[src/hdl/dfs_path_finder_core_defines.svh]
// Assertion macros used by the path finder datapath.
`ifndef DFS_PATH_FINDER_CORE_DEFINES_SVH
`define DFS_PATH_FINDER_CORE_DEFINES_SVH

// Check a condition at every clock edge outside reset.
`define DPF_ASSERT_ALWAYS(lbl, expr, msg) \
	lbl: assert property (@(posedge clk) disable iff (!arst_n) (expr)) else $error(msg);

// Check that a trigger implies a condition in the same cycle.
`define DPF_ASSERT_IMPLIES(lbl, trig, expr, msg) \
	lbl: assert property (@(posedge clk) disable iff (!arst_n) (trig) |-> (expr)) else $error(msg);

`endif

[src/hdl/dpf_pkg.sv]
// Shared types, sizes and codes of the depth-first path finder.
package dpf_pkg;

	localparam int MAX_NODES  = 64;
	localparam int MAX_DEGREE = 16;

	localparam int FIELD_W = 6;
	localparam int CFG_W   = 7;
	localparam int NODE_W  = (MAX_NODES > 1) ? $clog2(MAX_NODES) : 1;
	localparam int CNT_W   = $clog2(MAX_NODES + 1);
	localparam int DEG_W   = $clog2(MAX_DEGREE + 1);
	localparam int NB_DEPTH = MAX_NODES * MAX_DEGREE;
	localparam int NB_AW   = (NB_DEPTH > 1) ? $clog2(NB_DEPTH) : 1;

	typedef logic [NODE_W-1:0] node_t;
	typedef logic [CNT_W-1:0]  cnt_t;
	typedef logic [DEG_W-1:0]  deg_t;
	typedef logic [NB_AW-1:0]  nb_addr_t;

	typedef enum logic [1:0] {
		FN_ADD    = 2'd0,
		FN_SEARCH = 2'd1,
		FN_CLEAR  = 2'd2,
		FN_NONE   = 2'd3
	} func_t;

	typedef enum logic [1:0] {
		ST_OK      = 2'd0,
		ST_NOPATH  = 2'd1,
		ST_BADNODE = 2'd2,
		ST_FULL    = 2'd3
	} status_t;

	typedef enum logic [4:0] {
		S_IDLE,
		S_DISPATCH,
		S_DEG_B,
		S_DEG_CHK,
		S_ADD_B,
		S_POP,
		S_POP_WAIT,
		S_DEG_WAIT,
		S_SCAN,
		S_NB_WAIT,
		S_FIN,
		S_WALK,
		S_WALK_WAIT,
		S_EMIT,
		S_EMIT_WAIT,
		S_RESULT
	} state_t;

	// Commands from the controller to the datapath.
	typedef struct packed {
		logic    cap;
		logic    clr_deg;
		logic    set_res;
		status_t res_code;
		logic    ld_res;
		logic    rd_dega;
		logic    lat_dega;
		logic    add_a;
		logic    add_b;
		logic    srch_init;
		logic    pop;
		logic    pop_lat;
		logic    deg_lat;
		logic    scan_rd;
		logic    nb_chk;
		logic    walk_init;
		logic    walk_wr;
		logic    walk_lat;
		logic    emit_rd;
		logic    emit_out;
	} ctl_cmd_t;

	// Status from the datapath to the controller.
	typedef struct packed {
		func_t func;
		logic  bad;
		logic  full;
		logic  sp_zero;
		logic  scan_done;
		logic  end_vis;
		logic  walk_last;
		logic  len_one;
		logic  out_free;
	} dp_sts_t;

	function automatic nb_addr_t nb_addr(node_t node, deg_t idx);
		return NB_AW'(NB_AW'(node) * NB_AW'(MAX_DEGREE) + NB_AW'(idx));
	endfunction

endpackage

[src/hdl/dpf_ctrl.sv]
// Controller state machine of the path finder.
module dpf_ctrl
	import dpf_pkg::*;
(
	input  logic     clk,
	input  logic     arst_n,
	input  logic     in_valid,
	output logic     in_stall,
	input  dp_sts_t  sts,
	output ctl_cmd_t cmd
);

	state_t state_q, state_nx;

	always_ff @(posedge clk or negedge arst_n) begin
		if (!arst_n) begin
			state_q <= S_IDLE;
		end else begin
			state_q <= state_nx;
		end
	end

	always_comb begin
		state_nx = state_q;
		case (state_q)
			S_IDLE:      if (in_valid) state_nx = S_DISPATCH;
			S_DISPATCH: begin
				case (sts.func)
					FN_ADD:    state_nx = sts.bad ? S_RESULT : S_DEG_B;
					FN_SEARCH: state_nx = sts.bad ? S_RESULT : S_POP;
					FN_CLEAR:  state_nx = S_RESULT;
					default:   state_nx = S_IDLE;
				endcase
			end
			S_DEG_B:     state_nx = S_DEG_CHK;
			S_DEG_CHK:   state_nx = sts.full ? S_RESULT : S_ADD_B;
			S_ADD_B:     state_nx = S_RESULT;
			S_POP:       state_nx = sts.sp_zero ? S_FIN : S_POP_WAIT;
			S_POP_WAIT:  state_nx = S_DEG_WAIT;
			S_DEG_WAIT:  state_nx = S_SCAN;
			S_SCAN:      state_nx = sts.scan_done ? S_POP : S_NB_WAIT;
			S_NB_WAIT:   state_nx = S_SCAN;
			S_FIN:       state_nx = sts.end_vis ? S_WALK : S_RESULT;
			S_WALK:      state_nx = sts.walk_last ? S_EMIT : S_WALK_WAIT;
			S_WALK_WAIT: state_nx = S_WALK;
			S_EMIT:      state_nx = S_EMIT_WAIT;
			S_EMIT_WAIT: begin
				if (sts.out_free) state_nx = sts.len_one ? S_IDLE : S_EMIT;
			end
			S_RESULT:    if (sts.out_free) state_nx = S_IDLE;
			default:     state_nx = S_IDLE;
		endcase
	end

	always_comb begin
		cmd = '0;
		cmd.res_code = ST_OK;
		case (state_q)
			S_IDLE:      cmd.cap = in_valid;
			S_DISPATCH: begin
				case (sts.func)
					FN_ADD: begin
						if (sts.bad) begin
							cmd.set_res  = 1'b1;
							cmd.res_code = ST_BADNODE;
						end else begin
							cmd.rd_dega = 1'b1;
						end
					end
					FN_SEARCH: begin
						if (sts.bad) begin
							cmd.set_res  = 1'b1;
							cmd.res_code = ST_BADNODE;
						end else begin
							cmd.srch_init = 1'b1;
						end
					end
					FN_CLEAR: begin
						cmd.clr_deg  = 1'b1;
						cmd.set_res  = 1'b1;
						cmd.res_code = ST_OK;
					end
					default: cmd.cap = 1'b0;
				endcase
			end
			S_DEG_B:     cmd.lat_dega = 1'b1;
			S_DEG_CHK: begin
				if (sts.full) begin
					cmd.set_res  = 1'b1;
					cmd.res_code = ST_FULL;
				end else begin
					cmd.add_a = 1'b1;
				end
			end
			S_ADD_B: begin
				cmd.add_b    = 1'b1;
				cmd.set_res  = 1'b1;
				cmd.res_code = ST_OK;
			end
			S_POP:       cmd.pop = !sts.sp_zero;
			S_POP_WAIT:  cmd.pop_lat = 1'b1;
			S_DEG_WAIT:  cmd.deg_lat = 1'b1;
			S_SCAN:      cmd.scan_rd = !sts.scan_done;
			S_NB_WAIT:   cmd.nb_chk = 1'b1;
			S_FIN: begin
				if (sts.end_vis) begin
					cmd.walk_init = 1'b1;
				end else begin
					cmd.set_res  = 1'b1;
					cmd.res_code = ST_NOPATH;
				end
			end
			S_WALK:      cmd.walk_wr = 1'b1;
			S_WALK_WAIT: cmd.walk_lat = 1'b1;
			S_EMIT:      cmd.emit_rd = 1'b1;
			S_EMIT_WAIT: cmd.emit_out = sts.out_free;
			S_RESULT:    cmd.ld_res = sts.out_free;
			default:     cmd.cap = 1'b0;
		endcase
	end

	assign in_stall = (state_q != S_IDLE);

endmodule

[config.mk]
export PLATFORM = sky130hd
export DESIGN_NAME = dpf_ctrl
export DESIGN_NICKNAME = d
export VERILOG_FILES = /design/src/hdl/dfs_path_finder_core_defines.svh /design/src/hdl/dpf_pkg.sv /design/src/hdl/dpf_ctrl.sv
export SDC_FILE = /design/constraint.sdc
export NUM_CORES = 1
export LEC_CHECK = 0
export ABC_AREA = 0
export BUFFER_PORTS_ARGS = -buffer_cell sky130_fd_sc_hd__buf_2
export CAP_MARGIN = 10
export CORE_UTILIZATION = 41
export CTS_BUF_LIST = sky130_fd_sc_hd__clkbuf_8
export DETAILED_ROUTE_END_ITERATION = 7
export PLACE_DENSITY_LB_ADDON = 0.12
export SLEW_MARGIN = 40
export SYNTH_ARGS = -nofsm -noshare
export SYNTH_HDL_FRONTEND = slang
export SYNTH_SLANG_ARGS = --single-unit
[constraint.sdc]
create_clock -name clk -period 1.6 [get_ports clk]
set_clock_uncertainty 0.05 [all_clocks]
set_input_delay 0.08 -clock clk [delete_from_list [all_inputs] [get_ports clk]]
set_output_delay 0.08 -clock clk [all_outputs]
set_load 0.02 [all_outputs]
Word-level counts from Yosys, hierarchy flattened
Index checks and enable logic that the tools add are counted.

Bits in registers: 5. Bits of input ports: 13. Output and inout bits: 22. Logic and storage cells: 71.

Equality and inequality tests: 20. Multiplexer cells: 42. Reduce and logical (&&, ||, !) cells: 8.

Operators with widths (count): $pmux 5 s15 (1); $eq 5x4->1 const B (8); $mux 1 (25); $mux 4 (6); $eq 5x3->1 const B (4); $mux 5 (3); $mux 3 (4); $pmux 3 s4 (1); $pmux 4 s3 (1); $eq 5x2->1 const B (2); $ne 2x2->1 const B (3); $pmux 3 s2 (1); $eq 5x1->1 const B (1); $logic_not 5->1 (1); $reduce_bool 5->1 (1); $reduce_or 2->1 (2); $reduce_and 3->1 (1); $eq 2x1->1 const B (1); $eq 2x2->1 const B (1); $logic_not 1->1 (2); $logic_not 2->1 (1).

Longest topological paths before layout
Gate-level depths: netlist (run 1).

Depth in word-level cells: 4. Gate-level depth with buffers: 6. Mapped depth without buffers: 6.

Worst setup path before layout (run 1)
No wires, ideal clock.

Kind: reg-to-output. Start: register state_q[3]. End: output port cmd[18] (netlist bit). Arrival time: 1573 ps. Required time: 1470 ps. Slack: -103 ps. Cell stages (with the launch flop): 6. Buffers on the path: 1. Path through: dfrtp_1 -> buf_6 -> nand2b_1 -> nor3_1 -> a21oi_1 -> o21ai_0.

RTL lines: from (decl) (line dpf_ctrl.sv:13) `state_t state_q, state_nx;`; from (signal assigned) (line dpf_ctrl.sv:19) `state_q <= state_nx;`; to (decl) (line dpf_ctrl.sv:10) `output ctl_cmd_t cmd`.

==> flow_summary.yaml, run 1 <==
setup_path:
  reg2reg_to: "state_q[0]$_DFFE_PN0P_"
  cp-start-kind: "register"
  crit_buf_inv: 1
  crit_chain: "or4b_4 -> nor2_2 -> and2_1 -> buf_6"
  path_max_fanout: 3
  crit_type: "register to output port"
  worstSetupEndpointType: "output port"
  critPathTopFamily: "simple AND/OR/NAND/NOR gates"
  r2r_cells: 5
  cpMaxStageDelayCell: "or4b_4"
  max_stage_delay_ns: 0.54
  reg2reg_slack_ns: 0.01
  worstPathArrival_ns: 1.54
  r2r-start: "state_q[3]$_DFFE_PN0P_"
  cp.required_ns: 1.47
floorplan:
  num_rows: 14
  io_pins: 35
  die_w_um: 42.0
  die_h_um: 42.0
  start_util_pct: 43.5
  dieArea_um2: 1760
  core_area_um2: 1510
drt:
  drcViolationCount: 0
  viasPerCell: 5.73
  postRouteAntennaNets: 0
  first_iter_violations: 19
  via_count: 923
  routed_wl_um: 2210
  wire_per_inst_um: 13.7
  drt_pre_antenna_iters: 4
timing:
  setup_viol: 2
  finalHoldViolCount: 0
  period_share_pct: 104
  slew_headroom_pct: 79.8
  fmax_mhz: 599
  fin_ws_ns: -0.0689
  hold_ws_ns: 0.0862
  slew_viol_final: 0
  worstMarginPinSlew_ns: 0.302
  grt_setup_unrepaired: "yes"
  layout_min_cycle_time_ns: 1.67
place:
  post-place-ws_ns: 0.0686
  hpwlAfterDp_um: 1610
  gp_congestion: 0.880
  io_buffers: 34
power_and_ir_drop:
  finalPower_w: 0.00222
  power.switching_w: 0.00109
  powerDensity_nw_per_um2: 1950
  switching_share_pct: 49.1
  clkPwrFrac_pct: 9.5
  power_frac_seq_pct: 9.4
  ir_drop_mv: 0.962
  pwr-share-comb_pct: 81.1
  internal_power_w: 0.00113
  p_leak_nw: 0.563
synth:
  yosys_warnings: 0
  synth_edf_count: 0
  synth.distinct_cells: 33
  syn_avg_cell_area_um2: 6.76
  yosysTopAreaCellShare_pct: 15.3
  synthFlopType: "dfrtp_1"
  ys_async_sr_fraction_pct: 100
  ys_seq_area_share_pct: 15.3
  ys_seq_elements: 4
  syn_area_um2: 656
  synth_cells: 97
  netlist_top_cells_area: "dfrtp_1, nor2_1, ha_1"
  syn-num-nets: 114
  synth_area_leader_cell: "dfrtp_1"
worst_hold_path:
  holdCritStartpoint: "sts[0]"
  hold_path_depth: 2
  hold_path_end: "state_q[0]$_DFFE_PN0P_"
  hold_path.class: "primary input to register"
global_routing:
  grt_busiest_layer: "met2"
  use_met3_pct: 5.60
  grt_usage_pct: 24.3
  grt_pass1_vias: 776
  grt_use_met2_pct: 40.9
  grt.overflow.total: 0
  grt_start_max_net_pins: 17
  grt_util_met1_pct: 32.2
  antenna_found_initial: 0
  grt_pass1_wl_um: 3370
final_layout:
  final_common_cell: "buf_2"
  largestRegisters: "state_q x4"
  layout-area-overhead-vs-synth_pct: 74.2
  diodes: 0
  regMostFlops: "state_q"
  largest_reg_flops: 4
  final.fill_count: 116
  fin_nets: 164
  regArea_um2: 100
  layout-drive-gt1-share_pct: 50.3
  multiInputGateArea_um2: 586
  final_cell_mix: "buf_2, buf_4, nor2_1"
  final_core_util_pct: 75.8
status:
  status: "complete, but fails checks"
  violations: "negative setup slack"
clock_network:
  cts-htree-levels: 1
  tritoncts: "done"
  cts_buffers: 3
  cts.reportedPaths.clkPinSlew_ns: 0.03
  clockBufferDepth: 2
  clock_latency_ns: 0.22
  cts_sinks: 4
  clockRootBuffer: "clkbuf_8"
flow_run:
  drv_cap: 0
-- worst max-delay path by stage --
stage                                       from                     end  slack (ns)  depth (start not counted)
after floorplan           state_q[1]$_DFFE_PN0P_                  cmd[6]        0.04                          3
after global placement    state_q[3]$_DFFE_PN0P_  state_q[0]$_DFFE_PN0P_        0.11                          4
after detailed placement  state_q[1]$_DFFE_PN0P_  state_q[0]$_DFFE_PN0P_        0.07                          4
after CTS                 state_q[3]$_DFFE_PN0P_  state_q[0]$_DFFE_PN0P_       -0.06                          5
after global routing      state_q[3]$_DFFE_PN0P_                 cmd[10]       -0.11                          4
final                     state_q[3]$_DFFE_PN0P_                 cmd[10]       -0.07                          4
-- per-stage QoR --
step	cell area (um2)	setup TNS, ns	cells
after floorplan	673	0	97
after global placement	921	0	151
after detailed placement	921	0	151
after CTS	1000	-0.211	156
after global routing	1140	-0.335	161
final	1140	-0.124	161
-- per-layer routing --
layer  routed length, um  vias to the layer above
li1                    -                      449
met5                   0                        -
met4                  21                        0
met2                1130                       42
met3                 118                        4
met1                 938                      428
-- power by group through the flow --
stage,Sequential (W),Combinational (W),Clock (W)
after floorplan,0.000187,0.000946,0
after global placement,0.000199,0.00140,0
after detailed placement,0.000205,0.00140,0
after CTS,0.000204,0.00143,0.000216
after global routing,0.000213,0.00193,0.000225
final,0.000208,0.00180,0.000212
-- cell usage after synthesis (all sizes together), types with 2 or more instances --
cell and number:
dfrtp 4, nand2b 6, clkbuf 2, inv 7, nor2 15, a21oi 7
nor3 9, nand2 5, nor4 3, ha 4, buf 5, a22oi 4
and2 3, o21ai 7
-- cells by family (layout without fill, tap and decap cells) --
logic type | count (synthesis) | after routing | synth area share [%]
muxes | 1 | 1 | 1.53
buffers and inverters | 14 | 62 | 9.73
and+or+nand+nor | 45 | 45 | 36.3
DFF | 4 | 4 | 15.3
AOI/OAI and AO/OA | 29 | 29 | 29.6
adders and majority gates | 4 | 4 | 7.63
-- timing repair --
item | 4_1_cts | 5_1_grt
endpoints found under the setup margin | 3 | 12
gates resized for setup | 6 | 18
hold buffers | 1 | 0
pin swaps | 2 | 4
hold endpoints to repair | 4 | 0
buffers inserted | 1 | 5
cloned | 0 | 0
-- area by class of cell --
type,instances,area share [%]
clock buffer,3,3.61
multi-input combinational,79,51.3
tap,16,1.75
timing repair buffer,52,32.3
sequential,4,8.76
inverter,7,2.30
No activity file was read; power rests on OpenSTA's default activity.
==> run 2: changes to the inputs <==
--- a/config.mk
+++ b/config.mk
@@ -5,7 +5,7 @@
 export SDC_FILE = /design/constraint.sdc
 export NUM_CORES = 1
 export LEC_CHECK = 0
-export ABC_AREA = 0
+export ABC_AREA = 1
 export BUFFER_PORTS_ARGS = -buffer_cell sky130_fd_sc_hd__buf_2
 export CAP_MARGIN = 10
 export CORE_UTILIZATION = 41
==> run 2 against run 1 <==
  * Clock power barely moved
  * Via count fell by 5.0%
  * Largest power group unchanged
  * Global-route usage fell by 3.6 points
  * Die area fell by 1.5%
  * Setup slack improved by 0.16 ns
  * The run now ends clean
  * Critical path type unchanged
  * Power fell by 30%
  * Maximum frequency rose by 11%
==> flow_summary.yaml, run 2 <==
synth:
  synth_most_common_cell: "nand2_1"
  synth_common_cells: "nand2_1, inv_1, nor2_1"
  synthFlopType: "dfrtp_1"
  ys_seq_area_share_pct: 15.5
  synth_area_leader_cell: "nand2_1"
  synth_edf_count: 0
  syn-num-nets: 140
  synth_cells: 123
  syn_area_um2: 646
  ys_async_sr_fraction_pct: 100
  netlist_top_cells_area: "nand2_1, dfrtp_1, inv_1"
  yosys_warnings: 0
  syn_avg_cell_area_um2: 5.25
  synth.distinct_cells: 18
  yosysTopAreaCellShare_pct: 23.8
  ys_seq_elements: 4
place:
  hpwlAfterDp_um: 1400
  gp_congestion: 0.897
  io_buffers: 34
  place_inst: 171
  post-place-ws_ns: 0.200
timing:
  fin_ws_ns: 0.0907
  grt_setup_unrepaired: "yes"
  layout_min_cycle_time_ns: 1.51
  slew_headroom_pct: 82.6
  hold_ws_ns: 0.129
  worstMarginPinSlew_ns: 0.262
  slew_viol_final: 0
  period_share_pct: 94.3
  finalHoldViolCount: 0
  setup_viol: 0
  fmax_mhz: 663
  setup_tns_ns: 0
global_routing:
  grt.overflow.total: 0
  grt_usage_pct: 20.7
  grt_util_met1_pct: 25.9
  grt_start_max_net_pins: 9
  antenna_found_initial: 0
  grt_busiest_layer: "met2"
  grt_use_met2_pct: 31.6
  grt_pass1_wl_um: 2740
  grt_pass1_vias: 683
  use_met3_pct: 3.91
setup_path:
  crit_chain: "inv_2 -> nand2_2 -> nor2_2 -> nand2_1 -> nand4_1 -> buf_2"
  cp.required_ns: 1.47
  cp-start-kind: "register"
  path_max_fanout: 5
  cpMaxStageDelayCell: "dfrtp_1"
  reg2reg_to: "state_q[0]$_DFFE_PN0P_"
  crit_end: "cmd[18]"
  crit_start: "state_q[1]$_DFFE_PN0P_"
  reg2reg_slack_ns: 0.18
  crit_type: "register to output port"
  r2r_cells: 8
  worstPathArrival_ns: 1.38
  r2r-start: "state_q[2]$_DFFE_PN0P_"
  max_stage_delay_ns: 0.43
  worstSetupEndpointType: "output port"
clock_network:
  clock_latency_ns: 0.22
  cts_buffers: 3
  clockRootBuffer: "clkbuf_8"
  cts.reportedPaths.clkPinSlew_ns: 0.03
  tritoncts: "done"
  cts-htree-levels: 1
  cts_sinks: 4
  clockBufferDepth: 2
final_layout:
  largest_reg_flops: 4
  stdcell_count: 175
  final_common_cell: "nand2_1"
  diodes: 0
  largestRegisters: "state_q x4"
  final_cell_mix: "nand2_1, buf_2, inv_1"
  fin_nets: 179
  layout-drive-gt1-share_pct: 35.6
  layout-area-overhead-vs-synth_pct: 38.2
  regMostFlops: "state_q"
drt:
  drt_pre_antenna_iters: 4
  viasPerCell: 5.01
  postRouteAntennaNets: 0
  first_iter_violations: 27
  via_count: 877
  routed_wl_um: 1740
  wire_per_inst_um: 9.95
  drcViolationCount: 0
floorplan:
  die_w_um: 41.7
  start_util_pct: 46.7
  dieArea_um2: 1740
  io_pins: 35
  num_rows: 13
  core_area_um2: 1380
  die_h_um: 41.7
status:
  status: "finished clean"
power_and_ir_drop:
  ir_drop_mv: 0.781
  powerDensity_nw_per_um2: 1740
  finalPower_w: 0.00155
  p_leak_nw: 0.643
flow_run:
  drv_cap: 0
worst_hold_path:
  hold_path.class: "primary input to register"
run 2: cell count changes in the layout (fill, tap and decap cells not counted), moves of 4 or more:
cell | before | now
buf_2 | 29 | 34
a21oi_1 | 6 | 2
a22oi_1 | 4 | 0
buf_4 | 16 | 0
inv_2 | 0 | 9
nand3_1 | 1 | 6
nand2_1 | 5 | 41
inv_1 | 7 | 20
run 2: power breakdown:
| group | internal (W) | total (W) | leakage (nW) | switching [W] |
|---|---|---|---|---|
| Combinational | 0.000341 | 0.00106 | 0.575 | 0.000723 |
| Sequential | 0.000164 | 0.000274 | 0.0467 | 0.000110 |
| Clock | 0.000160 | 0.000212 | 0.0216 | 0.0000518 |
| Total | 0.000666 | 0.00155 | 0.643 | 0.000884 |
run 2: critical path, delay by kind of cell, from the launching register on:
family	cells	cell delay, ns
flops	1	0.43
simple gates	4	0.43
buf+inv	2	0.31
run 2: cells by family after synthesis:
group / count (synthesis) / share of synthesized area (%)
AOI/OAI and AO/OA: 6 / 4.65
adders and majority gates: 4 / 7.75
buffers and inverters: 30 / 17.6
DFF: 4 / 15.5
and+or+nand+nor: 79 / 54.5
run 2: stage by stage:
stage	util, %	cell area (um2)
5_1_grt	64.5	892
3_5_place_dp	60.0	830
2_1_floorplan	-	646
6_report	64.5	892
4_1_cts	63.7	881
3_3_place_gp	60.0	830
run 2: per-layer routing:
metal	wire (um)	vias up
met4	16	0
met1	802	381
li1	-	447
met5	0	-
met3	147	2
met2	776	47
run 2: worst min path at each step:
| stage | from | to | slack (ns) | cells after the start |
|---|---|---|---|---|
| 5_1_grt | in_valid | state_q[0]$_DFFE_PN0P_ | 0.16 | 4 |
| 6_report | in_valid | state_q[0]$_DFFE_PN0P_ | 0.13 | 4 |
| 3_3_place_gp | arst_n | state_q[2]$_DFFE_PN0P_ | -0.16 | 1 |
| 4_1_cts | in_valid | state_q[0]$_DFFE_PN0P_ | 0.13 | 4 |
| 2_1_floorplan | arst_n | state_q[0]$_DFFE_PN0P_ | -0.27 | 0 |
| 3_5_place_dp | arst_n | state_q[2]$_DFFE_PN0P_ | -0.16 | 1 |
run 2: repair_timing:
action | CTS | global route
hold endpoints to repair | 4 | 0
hold buffers | 1 | 0
resized for setup | 0 | 4
endpoints found under the setup margin | 0 | 4
buffers inserted | 0 | 0
run 2: final cells by class:
class	instances	area, um2
sequential	4	101
clock buffer	3	41.3
inverter	29	109
fill	140	490
tap	15	18.8
multi-input combinational	89	442
timing repair buffer	35	180
==> run 3: changes to the inputs <==
--- a/config.mk
+++ b/config.mk
@@ -8,7 +8,9 @@
 export ABC_AREA = 1
 export BUFFER_PORTS_ARGS = -buffer_cell sky130_fd_sc_hd__buf_2
 export CAP_MARGIN = 10
-export CORE_UTILIZATION = 41
+export CELL_PAD_IN_SITES_DETAIL_PLACEMENT = 1
+export CELL_PAD_IN_SITES_GLOBAL_PLACEMENT = 1
+export CORE_UTILIZATION = 25
 export CTS_BUF_LIST = sky130_fd_sc_hd__clkbuf_8
 export DETAILED_ROUTE_END_ITERATION = 7
 export PLACE_DENSITY_LB_ADDON = 0.12
==> run 3 against run 2 <==
  * The run now ends with design-rule violations left
  * Maximum frequency grew 0.82%
  * Global-route usage shrank 3.3 points
  * Final cell count grew 9.7%
  * Sequential share of layout area shrank 0.35 points
  * First-iteration DRC count shrank 74%
  * Routed wire length grew 25%
  * Sequential cell count is the same
  * Combinational power grew 9%
  * Non-clock buffer count grew 2
  * Via count shrank 2.5%
  * Critical path depth shrank 2
  * Critical path type unchanged
  * Largest cell class unchanged
  * Highest routed layer is now met3
==> flow_summary.yaml, run 3 (same netlist as run 2, synthesis figures left out) <==
clock_network:
  cts_sinks: 4
  clockRootBuffer: "clkbuf_8"
  clock_latency_ns: 0.22
  cts.reportedPaths.clkPinSlew_ns: 0.03
  clockBufferDepth: 2
  cts-htree-levels: 1
  cts_buffers: 3
  tritoncts: "done"
drt:
  postRouteAntennaNets: 0
  routed_wl_um: 2170
  viasPerCell: 4.45
  wire_per_inst_um: 11.3
  drcViolationCount: 1
  via_count: 855
  drt_pre_antenna_iters: 5
  first_iter_violations: 7
status:
  violations: "design-rule violations"
  status: "complete, but fails checks"
timing:
  slew_viol_final: 0
  slew_headroom_pct: 84.3
  fin_ws_ns: 0.103
  grt_setup_unrepaired: "no"
  layout_min_cycle_time_ns: 1.50
  setup_tns_ns: 0
  worstMarginPinSlew_ns: 0.236
  setup_viol: 0
  period_share_pct: 93.6
  fmax_mhz: 668
  finalHoldViolCount: 0
  hold_ws_ns: 0.139
floorplan:
  die_w_um: 52.8
  io_pins: 35
  core_area_um2: 2450
  num_rows: 18
  start_util_pct: 26.3
  dieArea_um2: 2790
  die_h_um: 52.8
global_routing:
  grt_pass1_vias: 854
  grt_start_max_net_pins: 9
  grt_usage_pct: 17.4
  grt_pass1_wl_um: 3590
  grt.overflow.total: 0
  antenna_found_initial: 0
setup_path:
  crit_type: "register to output port"
  max_stage_delay_ns: 0.47
  cp.required_ns: 1.47
  cpMaxStageDelayCell: "dfrtp_2"
  worstSetupEndpointType: "output port"
  path_max_fanout: 8
  worstPathArrival_ns: 1.37
  crit_chain: "nor2_2 -> nand2_1 -> nor2_1 -> buf_2"
  r2r_cells: 6
  cp-start-kind: "register"
worst_hold_path:
  hold_path.class: "primary input to register"
  hold_path_depth: 4
power_and_ir_drop:
  powerDensity_nw_per_um2: 1750
  switching_share_pct: 56.9
  finalPower_w: 0.00167
  internal_power_w: 0.000722
  p_leak_nw: 0.653
  power.switching_w: 0.000952
  clkPwrFrac_pct: 12.6
  pwr-share-comb_pct: 69.0
  power_frac_seq_pct: 18.4
  ir_drop_mv: 0.985
final_layout:
  regMostFlops: "state_q"
  layout-area-overhead-vs-synth_pct: 47.9
  layout-drive-gt1-share_pct: 40.1
  final_common_cell: "nand2_1"
  largestRegisters: "state_q x4"
  diodes: 0
  final_cell_mix: "nand2_1, buf_2, inv_1"
  largest_reg_flops: 4
  fin_nets: 181
place:
  io_buffers: 34
  gp_congestion: 0.858
  post-place-ws_ns: 0.125
  hpwlAfterDp_um: 1820
flow_run:
  drv_cap: 0
## run 3: changes by cell type in the layout (fill, tap and decap cells not counted)
cell     delta
o21ai_0     -1
o21ai_1     +1
dfrtp_1     -3
nor2_4      +3
nand2_1     -2
nor3_2      +1
buf_4       +2
nor2_2      -3
nor3_1      -1
nand2_2     +2
dfrtp_2     +3
## run 3: layout make-up
class                   instances  area (um2)
fillers                       360        1500
multi-input cells              89         467
repair buffers                 37         195
inverters                      29         109
flip-flops and latches          4         105
clock buffers                   3        41.3
well taps                      30        37.5
## run 3: stage by stage
| stage | instances | area (um2) | util [%] |
|---|---|---|---|
| after CTS | 190 | 903 | 36.8 |
| after detailed placement | 186 | 848 | 34.6 |
| after floorplan | 123 | 646 | - |
| after global placement | 186 | 848 | 34.6 |
| final | 192 | 955 | 38.9 |
| after global routing | 192 | 955 | 38.9 |
## run 3: worst max-delay path, delay by kind of cell, from the launching register on
family                 cells  cell delay (ns)
buffers and inverters      1             0.16
flip-flops                 1             0.47
AND/OR/NAND/NOR            3             0.52
## run 3: power by group through the flow
stage                     registers [W]  logic (W)  clock network (W)
final                          0.000307    0.00116           0.000212
after global routing           0.000322    0.00130           0.000225
after CTS                      0.000274    0.00108           0.000220
after detailed placement       0.000269    0.00107                  0
after global placement         0.000266    0.00106                  0
after floorplan                0.000218   0.000799                  0
## run 3: worst paths after layout
| check | start | end | slack [ns] |
|---|---|---|---|
| setup / recovery | state_q[0]$_DFFE_PN0P_ | cmd[20] | 0.10 |
| hold / removal | in_valid | state_q[0]$_DFFE_PN0P_ | 0.14 |
| setup reg to reg | state_q[0]$_DFFE_PN0P_ | state_q[2]$_DFFE_PN0P_ | 0.15 |
| hold reg to reg | state_q[0]$_DFFE_PN0P_ | state_q[0]$_DFFE_PN0P_ | 0.59 |
| max in group asynchronous | arst_n | state_q[2]$_DFFE_PN0P_ | 1.21 |
| min in group asynchronous | arst_n | state_q[1]$_DFFE_PN0P_ | 0.15 |
## run 3: repair_timing
action,CTS,global route
buffers inserted,0,2
gates resized for setup,2,12
endpoints found under the hold margin,4,0
hold buffers,1,0
setup endpoints to repair,2,6
## run 3: routing by layer
metal	routed length (um)	part of all wire, %	vias up	global-route usage (%)
met5	0	0	-	0
met4	0	0	0	6.14
met3	78	3.6	0	2.03
met2	1070	49	20	29.1
met1	1020	47	387	22.6
li1	-	-	448	-
